===== config.mk =====
export PLATFORM = sky130hd
export DESIGN_NAME = md5_message_digest_core
export DESIGN_NICKNAME = d
export VERILOG_FILES = /design/src/hdl/md5_pkg.sv /design/src/hdl/md5_front.sv /design/src/hdl/md5_queue.sv /design/src/hdl/md5_back.sv /design/src/hdl/md5_message_digest_core.sv
export SDC_FILE = /design/constraint.sdc
export NUM_CORES = 2
export LEC_CHECK = 0
export BUFFER_PORTS_ARGS = -buffer_cell sky130_fd_sc_hd__buf_4
export CORE_MARGIN = 2
export CORE_UTILIZATION = 60
export DETAILED_ROUTE_END_ITERATION = 8
export HOLD_SLACK_MARGIN = 0.12
export MAX_ROUTING_LAYER = met4
export PLACE_DENSITY = 0.76
export RECOVER_POWER = 100
export SLEW_MARGIN = 10
export SYNTH_ARGS = -nofsm -noshare
export SYNTH_HDL_FRONTEND = slang
export SYNTH_SLANG_ARGS = --single-unit

===== constraint.sdc =====
create_clock -name clk -period 30.6 [get_ports clk]
set_input_delay 9.18 -clock clk [delete_from_list [all_inputs] [get_ports clk]]
set_output_delay 9.18 -clock clk [all_outputs]
set_load 0.05 [all_outputs]

===== src/hdl/md5_pkg.sv =====
// ---------------------------------------------------------------------------
// md5_pkg - shared types, constants and functions of the MD5 digest core
// Round constants, shift amounts, message index schedule and state types.
// ---------------------------------------------------------------------------
package md5_pkg;

    localparam logic [31:0] IV_A = 32'h67452301;
    localparam logic [31:0] IV_B = 32'hefcdab89;
    localparam logic [31:0] IV_C = 32'h98badcfe;
    localparam logic [31:0] IV_D = 32'h10325476;

    localparam logic [7:0] PAD_BYTE   = 8'h80;
    localparam logic [5:0] LEN_START  = 6'd56;
    localparam logic [5:0] BLOCK_LAST = 6'd63;
    localparam logic [2:0] MAX_BYTES  = 3'd4;

    typedef enum logic [2:0] {
        F_IDLE,
        F_DATA,
        F_PAD80,
        F_PADZ,
        F_LEN
    } front_state_t;

    typedef enum logic [1:0] {
        B_IDLE,
        B_RUN,
        B_FIN
    } back_state_t;

    // one 64-byte block on its way from front to back
    typedef struct packed {
        logic [511:0] block;
        logic         last_blk;
    } q_entry_t;

    // queue status seen by both sides
    typedef struct packed {
        logic full;
        logic empty;
    } q_status_t;

    function automatic logic [31:0] round_k(input logic [5:0] i);
        logic [31:0] k;
        case (i)
            6'd0:  k = 32'hd76aa478;  6'd1:  k = 32'he8c7b756;
            6'd2:  k = 32'h242070db;  6'd3:  k = 32'hc1bdceee;
            6'd4:  k = 32'hf57c0faf;  6'd5:  k = 32'h4787c62a;
            6'd6:  k = 32'ha8304613;  6'd7:  k = 32'hfd469501;
            6'd8:  k = 32'h698098d8;  6'd9:  k = 32'h8b44f7af;
            6'd10: k = 32'hffff5bb1;  6'd11: k = 32'h895cd7be;
            6'd12: k = 32'h6b901122;  6'd13: k = 32'hfd987193;
            6'd14: k = 32'ha679438e;  6'd15: k = 32'h49b40821;
            6'd16: k = 32'hf61e2562;  6'd17: k = 32'hc040b340;
            6'd18: k = 32'h265e5a51;  6'd19: k = 32'he9b6c7aa;
            6'd20: k = 32'hd62f105d;  6'd21: k = 32'h02441453;
            6'd22: k = 32'hd8a1e681;  6'd23: k = 32'he7d3fbc8;
            6'd24: k = 32'h21e1cde6;  6'd25: k = 32'hc33707d6;
            6'd26: k = 32'hf4d50d87;  6'd27: k = 32'h455a14ed;
            6'd28: k = 32'ha9e3e905;  6'd29: k = 32'hfcefa3f8;
            6'd30: k = 32'h676f02d9;  6'd31: k = 32'h8d2a4c8a;
            6'd32: k = 32'hfffa3942;  6'd33: k = 32'h8771f681;
            6'd34: k = 32'h6d9d6122;  6'd35: k = 32'hfde5380c;
            6'd36: k = 32'ha4beea44;  6'd37: k = 32'h4bdecfa9;
            6'd38: k = 32'hf6bb4b60;  6'd39: k = 32'hbebfbc70;
            6'd40: k = 32'h289b7ec6;  6'd41: k = 32'heaa127fa;
            6'd42: k = 32'hd4ef3085;  6'd43: k = 32'h04881d05;
            6'd44: k = 32'hd9d4d039;  6'd45: k = 32'he6db99e5;
            6'd46: k = 32'h1fa27cf8;  6'd47: k = 32'hc4ac5665;
            6'd48: k = 32'hf4292244;  6'd49: k = 32'h432aff97;
            6'd50: k = 32'hab9423a7;  6'd51: k = 32'hfc93a039;
            6'd52: k = 32'h655b59c3;  6'd53: k = 32'h8f0ccc92;
            6'd54: k = 32'hffeff47d;  6'd55: k = 32'h85845dd1;
            6'd56: k = 32'h6fa87e4f;  6'd57: k = 32'hfe2ce6e0;
            6'd58: k = 32'ha3014314;  6'd59: k = 32'h4e0811a1;
            6'd60: k = 32'hf7537e82;  6'd61: k = 32'hbd3af235;
            6'd62: k = 32'h2ad7d2bb;  6'd63: k = 32'heb86d391;
            default: k = 32'h0;
        endcase
        return k;
    endfunction

    function automatic logic [4:0] rot_s(input logic [5:0] i);
        logic [4:0] s;
        case ({i[5:4], i[1:0]})
            4'd0:  s = 5'd7;   4'd1:  s = 5'd12;  4'd2:  s = 5'd17;  4'd3:  s = 5'd22;
            4'd4:  s = 5'd5;   4'd5:  s = 5'd9;   4'd6:  s = 5'd14;  4'd7:  s = 5'd20;
            4'd8:  s = 5'd4;   4'd9:  s = 5'd11;  4'd10: s = 5'd16;  4'd11: s = 5'd23;
            4'd12: s = 5'd6;   4'd13: s = 5'd10;  4'd14: s = 5'd15;  4'd15: s = 5'd21;
            default: s = 5'd0;
        endcase
        return s;
    endfunction

    // message word index for step i
    function automatic logic [3:0] msg_idx(input logic [5:0] i);
        logic [3:0] g;
        case (i[5:4])
            2'd0:    g = i[3:0];
            2'd1:    g = 4'((i[3:0] * 4'd5) + 4'd1);
            2'd2:    g = 4'((i[3:0] * 4'd3) + 4'd5);
            default: g = 4'(i[3:0] * 4'd7);
        endcase
        return g;
    endfunction

    function automatic logic [31:0] rotl(input logic [31:0] v, input logic [4:0] s);
        logic [63:0] t;
        t = {v, v} << s;
        return t[63:32];
    endfunction

endpackage


===== src/hdl/md5_front.sv =====
// ---------------------------------------------------------------------------
// md5_front - byte packer and padder
// Appends message bytes one per cycle, stalling when a completed block finds
// the queue full, pads the last block and hands complete blocks to the queue.
// ---------------------------------------------------------------------------
module md5_front (
    input  logic                clk,
    input  logic                rst_n,
    input  logic                msg_valid,
    output logic                msg_ready,
    input  logic [31:0]         message_word,
    input  logic [2:0]          byte_count,
    input  logic                last_word,
    input  md5_pkg::q_status_t  q_stat,
    output logic                q_push,
    output md5_pkg::q_entry_t   q_wdata
);

    md5_pkg::front_state_t state_reg, state_next;

    logic [511:0] buf_reg, buf_next;
    logic [5:0]   fill_reg, fill_next;
    logic [63:0]  len_reg, len_next;
    logic [31:0]  word_reg, word_next;
    logic [2:0]   cnt_reg, cnt_next;
    logic         last_reg, last_next;
    logic [2:0]   lidx_reg, lidx_next;

    logic         accept;
    logic         push_en;
    logic         push_ok;
    logic [7:0]   push_byte;
    logic [2:0]   cnt_in;
    logic [5:0]   fill_inc;

    assign accept   = msg_valid && msg_ready;
    assign cnt_in   = (byte_count > md5_pkg::MAX_BYTES) ? md5_pkg::MAX_BYTES : byte_count;
    assign fill_inc = fill_reg + 6'd1;
    // a byte that completes a block needs room in the queue
    assign push_ok  = !((fill_reg == md5_pkg::BLOCK_LAST) && q_stat.full);

    // next state
    always_comb
    begin
        state_next = state_reg;
        case (state_reg)
            md5_pkg::F_IDLE:
            begin
                if (accept && cnt_in != 3'd0)
                    state_next = md5_pkg::F_DATA;
                else if (accept && last_word)
                    state_next = md5_pkg::F_PAD80;
            end
            md5_pkg::F_DATA:
            begin
                if (push_ok && cnt_reg == 3'd1)
                    state_next = last_reg ? md5_pkg::F_PAD80 : md5_pkg::F_IDLE;
            end
            md5_pkg::F_PAD80, md5_pkg::F_PADZ:
            begin
                if (push_ok)
                    state_next = (fill_inc == md5_pkg::LEN_START) ? md5_pkg::F_LEN
                                                                   : md5_pkg::F_PADZ;
            end
            md5_pkg::F_LEN:
            begin
                if (push_ok && lidx_reg == 3'd7)
                    state_next = md5_pkg::F_IDLE;
            end
            default: state_next = md5_pkg::F_IDLE;
        endcase
    end

    // outputs and datapath
    always_comb
    begin
        msg_ready = (state_reg == md5_pkg::F_IDLE);
        push_en   = 1'b0;
        push_byte = 8'h00;
        word_next = word_reg;
        cnt_next  = cnt_reg;
        last_next = last_reg;
        lidx_next = lidx_reg;
        len_next  = len_reg;
        case (state_reg)
            md5_pkg::F_IDLE:
            begin
                if (accept)
                begin
                    word_next = message_word;
                    cnt_next  = cnt_in;
                    last_next = last_word;
                    lidx_next = 3'd0;
                end
            end
            md5_pkg::F_DATA:
            begin
                push_en   = 1'b1;
                push_byte = word_reg[7:0];
                if (push_ok)
                begin
                    word_next = {8'h00, word_reg[31:8]};
                    cnt_next  = cnt_reg - 3'd1;
                    len_next  = len_reg + 64'd8;
                end
            end
            md5_pkg::F_PAD80:
            begin
                push_en   = 1'b1;
                push_byte = md5_pkg::PAD_BYTE;
            end
            md5_pkg::F_PADZ:
            begin
                push_en   = 1'b1;
                push_byte = 8'h00;
            end
            md5_pkg::F_LEN:
            begin
                push_en   = 1'b1;
                push_byte = len_reg[{lidx_reg, 3'b000} +: 8];
                if (push_ok)
                begin
                    lidx_next = lidx_reg + 3'd1;
                    if (lidx_reg == 3'd7)
                        len_next = 64'd0;
                end
            end
            default: ;
        endcase

        buf_next = buf_reg;
        buf_next[{fill_reg, 3'b000} +: 8] = push_byte;
        fill_next = (push_en && push_ok) ? fill_inc : fill_reg;

        q_push           = push_en && push_ok && (fill_reg == md5_pkg::BLOCK_LAST);
        q_wdata.block    = buf_next;
        q_wdata.last_blk = (state_reg == md5_pkg::F_LEN) && (lidx_reg == 3'd7);
    end

    always_ff @(posedge clk or negedge rst_n)
    begin
        if (!rst_n)
        begin
            state_reg <= md5_pkg::F_IDLE;
            fill_reg  <= 6'd0;
            len_reg   <= 64'd0;
            cnt_reg   <= 3'd0;
            last_reg  <= 1'b0;
            lidx_reg  <= 3'd0;
        end
        else
        begin
            state_reg <= state_next;
            fill_reg  <= fill_next;
            len_reg   <= len_next;
            cnt_reg   <= cnt_next;
            last_reg  <= last_next;
            lidx_reg  <= lidx_next;
        end
    end

    always_ff @(posedge clk)
    begin
        word_reg <= word_next;
        if (push_en && push_ok)
            buf_reg <= buf_next;
    end

endmodule


===== src/hdl/md5_queue.sv =====
// ---------------------------------------------------------------------------
// md5_queue - two-entry block queue
// Holds padded blocks between the packer and the round engine.
// ---------------------------------------------------------------------------
module md5_queue (
    input  logic                clk,
    input  logic                rst_n,
    input  logic                push,
    input  md5_pkg::q_entry_t   wdata,
    input  logic                pop,
    output md5_pkg::q_entry_t   rdata,
    output md5_pkg::q_status_t  stat
);

    md5_pkg::q_entry_t mem_reg [2];

    logic       wr_ptr_reg, wr_ptr_next;
    logic       rd_ptr_reg, rd_ptr_next;
    logic [1:0] cnt_reg, cnt_next;
    logic       do_push, do_pop;

    assign stat.full  = (cnt_reg == 2'd2);
    assign stat.empty = (cnt_reg == 2'd0);
    assign do_push    = push && !stat.full;
    assign do_pop     = pop && !stat.empty;
    assign rdata      = mem_reg[rd_ptr_reg];

    always_comb
    begin
        wr_ptr_next = do_push ? !wr_ptr_reg : wr_ptr_reg;
        rd_ptr_next = do_pop ? !rd_ptr_reg : rd_ptr_reg;
        cnt_next    = cnt_reg + {1'b0, do_push} - {1'b0, do_pop};
    end

    always_ff @(posedge clk or negedge rst_n)
    begin
        if (!rst_n)
        begin
            wr_ptr_reg <= 1'b0;
            rd_ptr_reg <= 1'b0;
            cnt_reg    <= 2'd0;
        end
        else
        begin
            wr_ptr_reg <= wr_ptr_next;
            rd_ptr_reg <= rd_ptr_next;
            cnt_reg    <= cnt_next;
        end
    end

    always_ff @(posedge clk)
    begin
        if (do_push)
            mem_reg[wr_ptr_reg] <= wdata;
    end

endmodule


===== src/hdl/md5_back.sv =====
// ---------------------------------------------------------------------------
// md5_back - MD5 round engine
// One round step per cycle over a queued block, then the chaining add and,
// on the final block, the digest output register.
// ---------------------------------------------------------------------------
module md5_back (
    input  logic                clk,
    input  logic                rst_n,
    input  md5_pkg::q_entry_t   q_rdata,
    input  md5_pkg::q_status_t  q_stat,
    output logic                q_pop,
    output logic                digest_valid,
    input  logic                digest_ready,
    output logic [63:0]         digest_low,
    output logic [63:0]         digest_high
);

    md5_pkg::back_state_t state_reg, state_next;

    logic [31:0] w_reg [16];
    logic [31:0] h_reg [4];
    logic [31:0] a_reg, b_reg, c_reg, d_reg;
    logic [5:0]  step_reg;
    logic        lastb_reg;
    logic        ovalid_reg;
    logic [63:0] olow_reg, ohigh_reg;

    logic [31:0] f_val, t_val, b_new;
    logic [31:0] h_sum [4];
    logic        start;

    assign start = q_stat.empty ? 1'b0 : !(q_rdata.last_blk && ovalid_reg);

    always_comb
    begin
        state_next = state_reg;
        case (state_reg)
            md5_pkg::B_IDLE: if (start) state_next = md5_pkg::B_RUN;
            md5_pkg::B_RUN:  if (step_reg == 6'd63) state_next = md5_pkg::B_FIN;
            md5_pkg::B_FIN:  state_next = md5_pkg::B_IDLE;
            default:         state_next = md5_pkg::B_IDLE;
        endcase
    end

    always_comb
    begin
        q_pop = (state_reg == md5_pkg::B_IDLE) && start;
        case (step_reg[5:4])
            2'd0:    f_val = (b_reg & c_reg) | (~b_reg & d_reg);
            2'd1:    f_val = (b_reg & d_reg) | (c_reg & ~d_reg);
            2'd2:    f_val = b_reg ^ c_reg ^ d_reg;
            default: f_val = c_reg ^ (b_reg | ~d_reg);
        endcase
        t_val = a_reg + f_val + w_reg[md5_pkg::msg_idx(step_reg)]
              + md5_pkg::round_k(step_reg);
        b_new = b_reg + md5_pkg::rotl(t_val, md5_pkg::rot_s(step_reg));
        h_sum[0] = h_reg[0] + a_reg;
        h_sum[1] = h_reg[1] + b_reg;
        h_sum[2] = h_reg[2] + c_reg;
        h_sum[3] = h_reg[3] + d_reg;
    end

    assign digest_valid = ovalid_reg;
    assign digest_low   = olow_reg;
    assign digest_high  = ohigh_reg;

    always_ff @(posedge clk or negedge rst_n)
    begin
        if (!rst_n)
        begin
            state_reg  <= md5_pkg::B_IDLE;
            step_reg   <= 6'd0;
            ovalid_reg <= 1'b0;
            lastb_reg  <= 1'b0;
            h_reg[0]   <= md5_pkg::IV_A;
            h_reg[1]   <= md5_pkg::IV_B;
            h_reg[2]   <= md5_pkg::IV_C;
            h_reg[3]   <= md5_pkg::IV_D;
        end
        else
        begin
            state_reg <= state_next;
            if (ovalid_reg && digest_ready)
                ovalid_reg <= 1'b0;
            case (state_reg)
                md5_pkg::B_IDLE:
                begin
                    step_reg <= 6'd0;
                    if (start)
                        lastb_reg <= q_rdata.last_blk;
                end
                md5_pkg::B_RUN:  step_reg <= step_reg + 6'd1;
                md5_pkg::B_FIN:
                begin
                    if (lastb_reg)
                    begin
                        ovalid_reg <= 1'b1;
                        h_reg[0]   <= md5_pkg::IV_A;
                        h_reg[1]   <= md5_pkg::IV_B;
                        h_reg[2]   <= md5_pkg::IV_C;
                        h_reg[3]   <= md5_pkg::IV_D;
                    end
                    else
                    begin
                        h_reg[0] <= h_sum[0];
                        h_reg[1] <= h_sum[1];
                        h_reg[2] <= h_sum[2];
                        h_reg[3] <= h_sum[3];
                    end
                end
                default: ;
            endcase
        end
    end

    always_ff @(posedge clk)
    begin
        case (state_reg)
            md5_pkg::B_IDLE:
            begin
                if (start)
                begin
                    for (int k = 0; k < 16; k++)
                        w_reg[k] <= q_rdata.block[32*k +: 32];
                    a_reg <= h_reg[0];
                    b_reg <= h_reg[1];
                    c_reg <= h_reg[2];
                    d_reg <= h_reg[3];
                end
            end
            md5_pkg::B_RUN:
            begin
                a_reg <= d_reg;
                d_reg <= c_reg;
                c_reg <= b_reg;
                b_reg <= b_new;
            end
            md5_pkg::B_FIN:
            begin
                if (lastb_reg)
                begin
                    olow_reg  <= {h_sum[1], h_sum[0]};
                    ohigh_reg <= {h_sum[3], h_sum[2]};
                end
            end
            default: ;
        endcase
    end

endmodule


===== src/hdl/md5_message_digest_core.sv =====
// ---------------------------------------------------------------------------
// md5_message_digest_core - MD5 digest of a byte stream
// Packer/padder front, two-block queue, one-step-per-cycle round engine.
// ---------------------------------------------------------------------------
// channel   direction  handshake                    payload
// message   in         msg_valid / msg_ready        message_word, byte_count, last_word
// digest    out        digest_valid / digest_ready  digest_low, digest_high
//
// The front accepts a word only when idle and packs its bytes one per cycle;
// a last word adds the 0x80 pad byte, zero bytes up to byte 56 and 8 length
// bytes. The round engine takes a new 64-byte block only when idle; the
// queue lets the front pack the next block meanwhile. Reset gives the
// initial chaining words and an empty block. A full queue stalls the front
// on a byte that completes a block; a held digest stalls only a final block.
// ---------------------------------------------------------------------------
module md5_message_digest_core (
    input  logic        clk,
    input  logic        rst_n,
    input  logic        msg_valid,
    output logic        msg_ready,
    input  logic [31:0] message_word,
    input  logic [2:0]  byte_count,
    input  logic        last_word,
    output logic        digest_valid,
    input  logic        digest_ready,
    output logic [63:0] digest_low,
    output logic [63:0] digest_high
);

    md5_pkg::q_status_t q_stat;
    md5_pkg::q_entry_t  q_wdata, q_rdata;
    logic               q_push, q_pop;

    md5_front u_front (
        .clk          (clk),
        .rst_n        (rst_n),
        .msg_valid    (msg_valid),
        .msg_ready    (msg_ready),
        .message_word (message_word),
        .byte_count   (byte_count),
        .last_word    (last_word),
        .q_stat       (q_stat),
        .q_push       (q_push),
        .q_wdata      (q_wdata)
    );

    md5_queue u_queue (
        .clk   (clk),
        .rst_n (rst_n),
        .push  (q_push),
        .wdata (q_wdata),
        .pop   (q_pop),
        .rdata (q_rdata),
        .stat  (q_stat)
    );

    md5_back u_back (
        .clk          (clk),
        .rst_n        (rst_n),
        .q_rdata      (q_rdata),
        .q_stat       (q_stat),
        .q_pop        (q_pop),
        .digest_valid (digest_valid),
        .digest_ready (digest_ready),
        .digest_low   (digest_low),
        .digest_high  (digest_high)
    );

endmodule

---- Word level (Yosys, flattened, before mapping) ----
Memory sizes are Yosys's and may differ from the RTL's.
Index checks and enable logic that the tools add are counted.
storage, ports and cells
  bits in registers ....................... 1022
  memory bits (writable) .................. 1538
  memory bits (read-only) ................. 2128
  input bits .............................. 40
  output and inout port bits .............. 130
  logic and storage cells ................. 180
  memories kept ........................... 4
memories
  memory            words  bits a word  read ports  clocked after memory_dff  write ports  RTL line         RTL
  (name not given)  64     32           1           0                         0            md5_pkg.sv:45    case (i)
  u_queue.mem_reg   2      513          1           0                         1            md5_queue.sv:15  md5_pkg::q_entry_t mem_reg [2];
  u_back.w_reg      16     32           1           0                         16           md5_back.sv:20   logic [31:0] w_reg [16];
  (name not given)  16     5            1           0                         0            md5_pkg.sv:85    case ({i[5:4], i[1:0]})
cells by class
  add/sub/neg operators ................... 18
  multipliers ............................. 3
  $lt $le $gt $ge ......................... 1
  equal/unequal tests ..................... 24
  shift operators ......................... 4
  multiplexer cells ....................... 49
  bitwise gates (word level) .............. 12
  reduce and logical (&&, ||, !) cells .... 40
operator list
  kind                                                                      count
  512-bit bitwise mux                                                       1
  8-bit by 11-bit variable shift with 512-bit output, first input constant  1
  8-bit by 11-bit variable part select with 512-bit output                  1
  32-bit one-hot mux with 2 select lines                                    5
  32-bit adder                                                              8
  32-bit 2-to-1 mux                                                         6
  64-bit 2-to-1 mux                                                         3
  32-bit AND                                                                4
  128-bit 2-to-1 mux                                                        1
  64-bit one-hot mux with 2 select lines                                    1
  32-bit OR                                                                 3
  32-bit one-hot mux with 3 select lines                                    1
  32-bit bitwise XOR                                                        3
  64-bit by 4-bit adder with 64-bit output, second input constant           1
  32-bit inverter                                                           2
  64-bit by 7-bit variable part select with 8-bit output                    1
  64-bit by 5-bit left shift with 64-bit output                             1
  3-bit 2-to-1 mux                                                          11
  8-bit one-hot mux with 3 select lines                                     1
  6-bit equality test, second input constant                                3
  1-bit logical AND                                                         14
  6-bit by 1-bit adder with 6-bit output, second input constant             2
  3-bit one-hot mux with 2 select lines                                     2
  3-bit one-hot mux with 4 select lines                                     1
  other kinds (33)                                                          74

---- Longest topological paths before layout ----
  depth in word-level cells ............... 10
  gate-level depth with buffers ........... 47
  depth with buffers taken out ............ 41

---- Hierarchy ----
A second synthesis with hierarchy kept.
unflattened totals
  cell total of the unflattened synthesis .. 8194
  area, all modules ....................... 118508.7 um^2
modules (own cells, without submodules)
  module     times used  cells each  area an instance (um^2)  sequential area each (um^2)
  md5_back   1           4402        51187.8                  26595.5
  md5_queue  1           1614        39233.9                  30909.6
  md5_front  1           2178        28086.9                  18262.5

---- Worst setup path before layout ----
No wires, ideal clock.
  kind .................................... flip-flop to flip-flop
  start point ............................. reg u_front.state_reg[1]
  end point ............................... mem u_queue.mem_reg[0][0] (netlist bit), enable pin
  arrival ................................. 23.564 ns
  data required time ...................... 29.137 ns
  path slack .............................. 5.573 ns
  cell stages (with the launch flop) ...... 6
  clock period less this slack ............ 25.027 ns
  cell sequence ........................... dfrtp_1 nor2_1 xnor2_1 nand2_1 a21oi_1 nor2b_1
between the ends
  word-level cells in the longest chain between the ends .. 8
  elaborated cells on any way between the ends .. 11
ends and longest elaborated chain
  what                                                                          RTL line          RTL
  start, declared                                                               md5_front.sv:19   md5_pkg::front_state_t state_reg, state_next;
  start signal, assigned                                                        md5_front.sv:144  state_reg <= md5_pkg::F_IDLE;
  start signal, assigned                                                        md5_front.sv:153  state_reg <= state_next;
  3-bit by 2-bit equality test with 1-bit output, or another cell as far along  md5_front.sv:85   case (state_reg)
  4-bit OR reduction (no line) *                                                n/a
  1-bit 2-to-1 mux *                                                            md5_front.sv:85
  1-bit logical AND * (2 in a row)                                              md5_front.sv:135  q_push = push_en && push_ok && (fill_reg == md5_pkg::BLOCK_LAST);
  1-bit logical AND *                                                           md5_queue.sv:24   assign do_push = push && !stat.full;
  via u_queue.do_push                                                           md5_queue.sv:20   logic do_push, do_pop;
  1-bit 2-to-1 mux *                                                            md5_queue.sv:53   if (do_push)
  1-bit 2-to-1 mux (not written as such) *                                      md5_queue.sv:54   mem_reg[wr_ptr_reg] <= wdata;
  end, declared                                                                 md5_queue.sv:15
Mark *: on every way through the listed nets, which the timed path passes. The rest lies on a longest branch.

---- Worst setup path after layout ----
  start point ............................. reg u_front.fill_reg[0]
  end point ............................... mem u_queue.mem_reg[1][478] (netlist bit), enable pin
between the ends
  word-level cells in the longest chain between the ends .. 8
ends and longest elaborated chain
  what                                      RTL line                           RTL
  start, declared                           md5_front.sv:22                    logic [5:0] fill_reg, fill_next;
  start signal, assigned                    md5_front.sv:154                   fill_reg <= fill_next;
  6-bit equality test *                     md5_front.sv:40, md5_front.sv:135
  1-bit logical AND                         md5_front.sv:40                    assign push_ok = !((fill_reg == md5_pkg::BLOCK_LAST) && q_stat.full);
  1-bit zero test                           md5_front.sv:40
  1-bit logical AND                         md5_front.sv:135
  1-bit logical AND *                       md5_front.sv:135
  1-bit logical AND *                       md5_queue.sv:24
  via u_queue.do_push                       md5_queue.sv:20
  1-bit 2-to-1 mux *                        md5_queue.sv:53
  1-bit 2-to-1 mux (not written as such) *  md5_queue.sv:54
Marks and branches as above.

==> out/qor.yml <==
status:
  status: "finished, violations left"
  failed_checks: "capacitance limit, slew limit"
yosys:
  ys_top_cells_by_count: "edfxtp_1, nand2_1, o21ai_0"
  synthCells: 8254
  ys_seq_area_share_pct: 65.9
  ys_types: 86
  netlist_area_mm2: 0.115
  syn_avg_cell_area_um2: 13.9
  synth_ff_type: "edfxtp_1"
  yosysWarnings: 0
  yosys-top-cells-area: "edfxtp_1, mux2_2, dfrtp_1, nand2_1, mux4_2"
  ys_ff_latch: 2557
  synth_edf_count: 2338
  yosysTopAreaCell: "edfxtp_1"
  synth_fp_nets: 8590
  synthArstFlopShare_pct: 8.56
  post-synth-top-count-cell: "edfxtp_1"
  yosysTopAreaCellShare_pct: 61.1
critical_path:
  crit_chain: "ha_1 -> nand3_1 -> nor2_1 -> nand2_1 -> a21oi_1 -> and2_0 -> clkbuf_1 -> clkbuf_1 -> clkbuf_1 -> buf_4"
  rr_startpoint: "u_front.fill_reg[0]"
  critPathTopFamily: "buffers and inverters"
  required_ns: 31.12
  start_kind: "flip-flop"
  crit_slowest_cell: "clkbuf_1"
  worstSetupStartpoint: "u_front.fill_reg[0]"
  path_class: "flip-flop to flip-flop"
  cp_common_cell: "clkbuf_1"
  critPathMaxFanout: 144
  endpoint_kind: "flip-flop"
  r2r_end: "u_queue.mem_reg[1][478]"
  cp.arrival_ns: 19.97
  rrSetupSlack_ns: 11.15
  reg2regPathDepth: 10
  crit_buf_inv: 4
  cp_slowest_stage_delay_ns: 6.46
timing:
  final-hold-violation-count: 0
  finClkSkew_ns: 0.0744
  max_freq_mhz: 51.4
  worst_pin_slew_ns: 9.57
  setup_viol: 0
  fin_crit_ns: 19.45
  slew_headroom_pct: -538
  rsz0062_at_grt: "no"
  slew_violations: 4079
  tns_ns: 0
  fin_crit_sh_pct: 63.6
routing:
  dr.max_layer_used: "met4"
  drt-total-wl_um: 297000
  dr_wl_met2_um: 141000
  drcViolationCount: 0
  initialDrtViolationCount: 7643
  wl_met1_um: 122000
  viasPerCell: 6.35
  drt-wirelength-per-cell_um: 26.8
  dr.pass1.iters: 6
  routed-wl-met3_um: 21000
  vias: 70400
  antenna_left: 0
cells_and_area:
  nFillCells: 13300
  largest_reg_flops: 1026
  register_area_mm2: 0.0758
  final_nets: 8705
  area_growth_pct: 9.87
  multi_input_area_mm2: 0.0370
  drive_gt1_share_pct: 14.5
die:
  io_pins: 170
  die_area_mm2: 0.195
  fp.dieH_um: 442
  fp.dieW_um: 442
  start_util_pct: 60.4
  coreArea_mm2: 0.190
  num_rows: 160
placed_design:
  dp_hpwl_um: 191000
  io_buffers: 169
  gp_congestion: 0.985
grt:
  grt-ovfl-total: 0
  grt_pass1_vias: 69500
  grt_max_degree: 165
  grtUsageTotal_pct: 31.0
  grt_first_pass_wirelength_um: 442000
  grt_antenna_before_repair: 8
run:
  maxCapViolCount: 75
clocking:
  htreeDepth: 4
  cts_setup_buffers: 0
  cts_resized: 0
  cts-root-buf: "clkbuf_16"
  clk_pin_slew_ns: 0.07
  cts.sinks: 2557
  clock_path_buffers: 3
  clk_latency_ns: 0.93
  holdBufCountCts: 0
  cts_tree: "done"
  numCtsBuffers: 240
min_path:
  hold_depth: 2
  hold_path.class: "flip-flop to flip-flop"
  hold_path_end: "u_back.h_reg[64]"
  min_from: "u_back.h_reg[64]"
worst max-delay path by stage:
stage                               to  slack [ns]  cells after the start
6_report       u_queue.mem_reg[1][478]       11.15                     10
5_1_grt        u_queue.mem_reg[1][478]        9.58                     10
4_1_cts               u_back.b_reg[30]       17.16                     41
3_5_place_dp          u_back.b_reg[30]       17.24                     41
3_3_place_gp          u_back.b_reg[30]       17.45                     41
2_1_floorplan    u_queue.mem_reg[0][0]        5.57                      5
kinds of logic (layout without fill, tap and decap cells):
kind of cell | after synthesis | after routing | synth area share (%)
compound gates | 1702 | 1702 | 9.07
xor+xnor | 284 | 284 | 2.17
fa+ha+maj | 296 | 296 | 3.69
buf+inv | 635 | 962 | 2.08
flops | 2557 | 2557 | 65.9
mux | 876 | 876 | 9.94
other cells | 0 | 4 | 0
simple gates | 1904 | 1904 | 7.16
per-layer routing:
metal / vias up / track usage [%]
li1: 31300 / -
met1: 35600 / 42.0
met2: 2940 / 48.2
met3: 607 / 4.31
met4: 0 / 12.1
met5: - / -
tightest hold or removal path, cell delays in order, from the launching register on:
cell and delay [ns]:
dfstp_2 0.38, nand2_1 0.05, nand2_1 0.04
metrics by stage:
| step | utilization (%) | setup WS, ns | hold WS (ns) | instance area [um^2] | std cells |
|---|---|---|---|---|---|
| after floorplan | - | 5.57 | 0.444 | 115000 | 8254 |
| after global placement | 62.6 | 17.45 | 0.452 | 119000 | 10600 |
| after detailed placement | 62.6 | 17.24 | 0.458 | 119000 | 10600 |
| after CTS | 66.9 | 17.16 | 0.467 | 127000 | 11100 |
| after global routing | 66.4 | 9.58 | 0.514 | 126000 | 11100 |
| final | 66.4 | 11.15 | 0.470 | 126000 | 11100 |
area by class of cell:
cell class | count | area share [%]
repair buffers | 283 | 1.10
multi-input cells | 5062 | 29.3
inverters | 225 | 0.670
clock buffers | 312 | 5.11
clock inverters | 142 | 1.38
flip-flops and latches | 2557 | 60.0
well taps | 2511 | 2.49
diodes | 4 | 0.00792
placed cells by master (no fill, tap or decap), drive strengths merged, types with 107 or more instances in the layout:
cell	count
a21oi	410
nor2	400
mux2	625
edfxtp	2338
xnor2	176
xor2	107
nand2	1010
ha	224
clkbuf	538
inv	229
dfrtp	155
o21ai	656
mux4	150
Power is not shown: default switching activity piles up to over one toggle a cycle in this logic, so the estimate is an artifact.
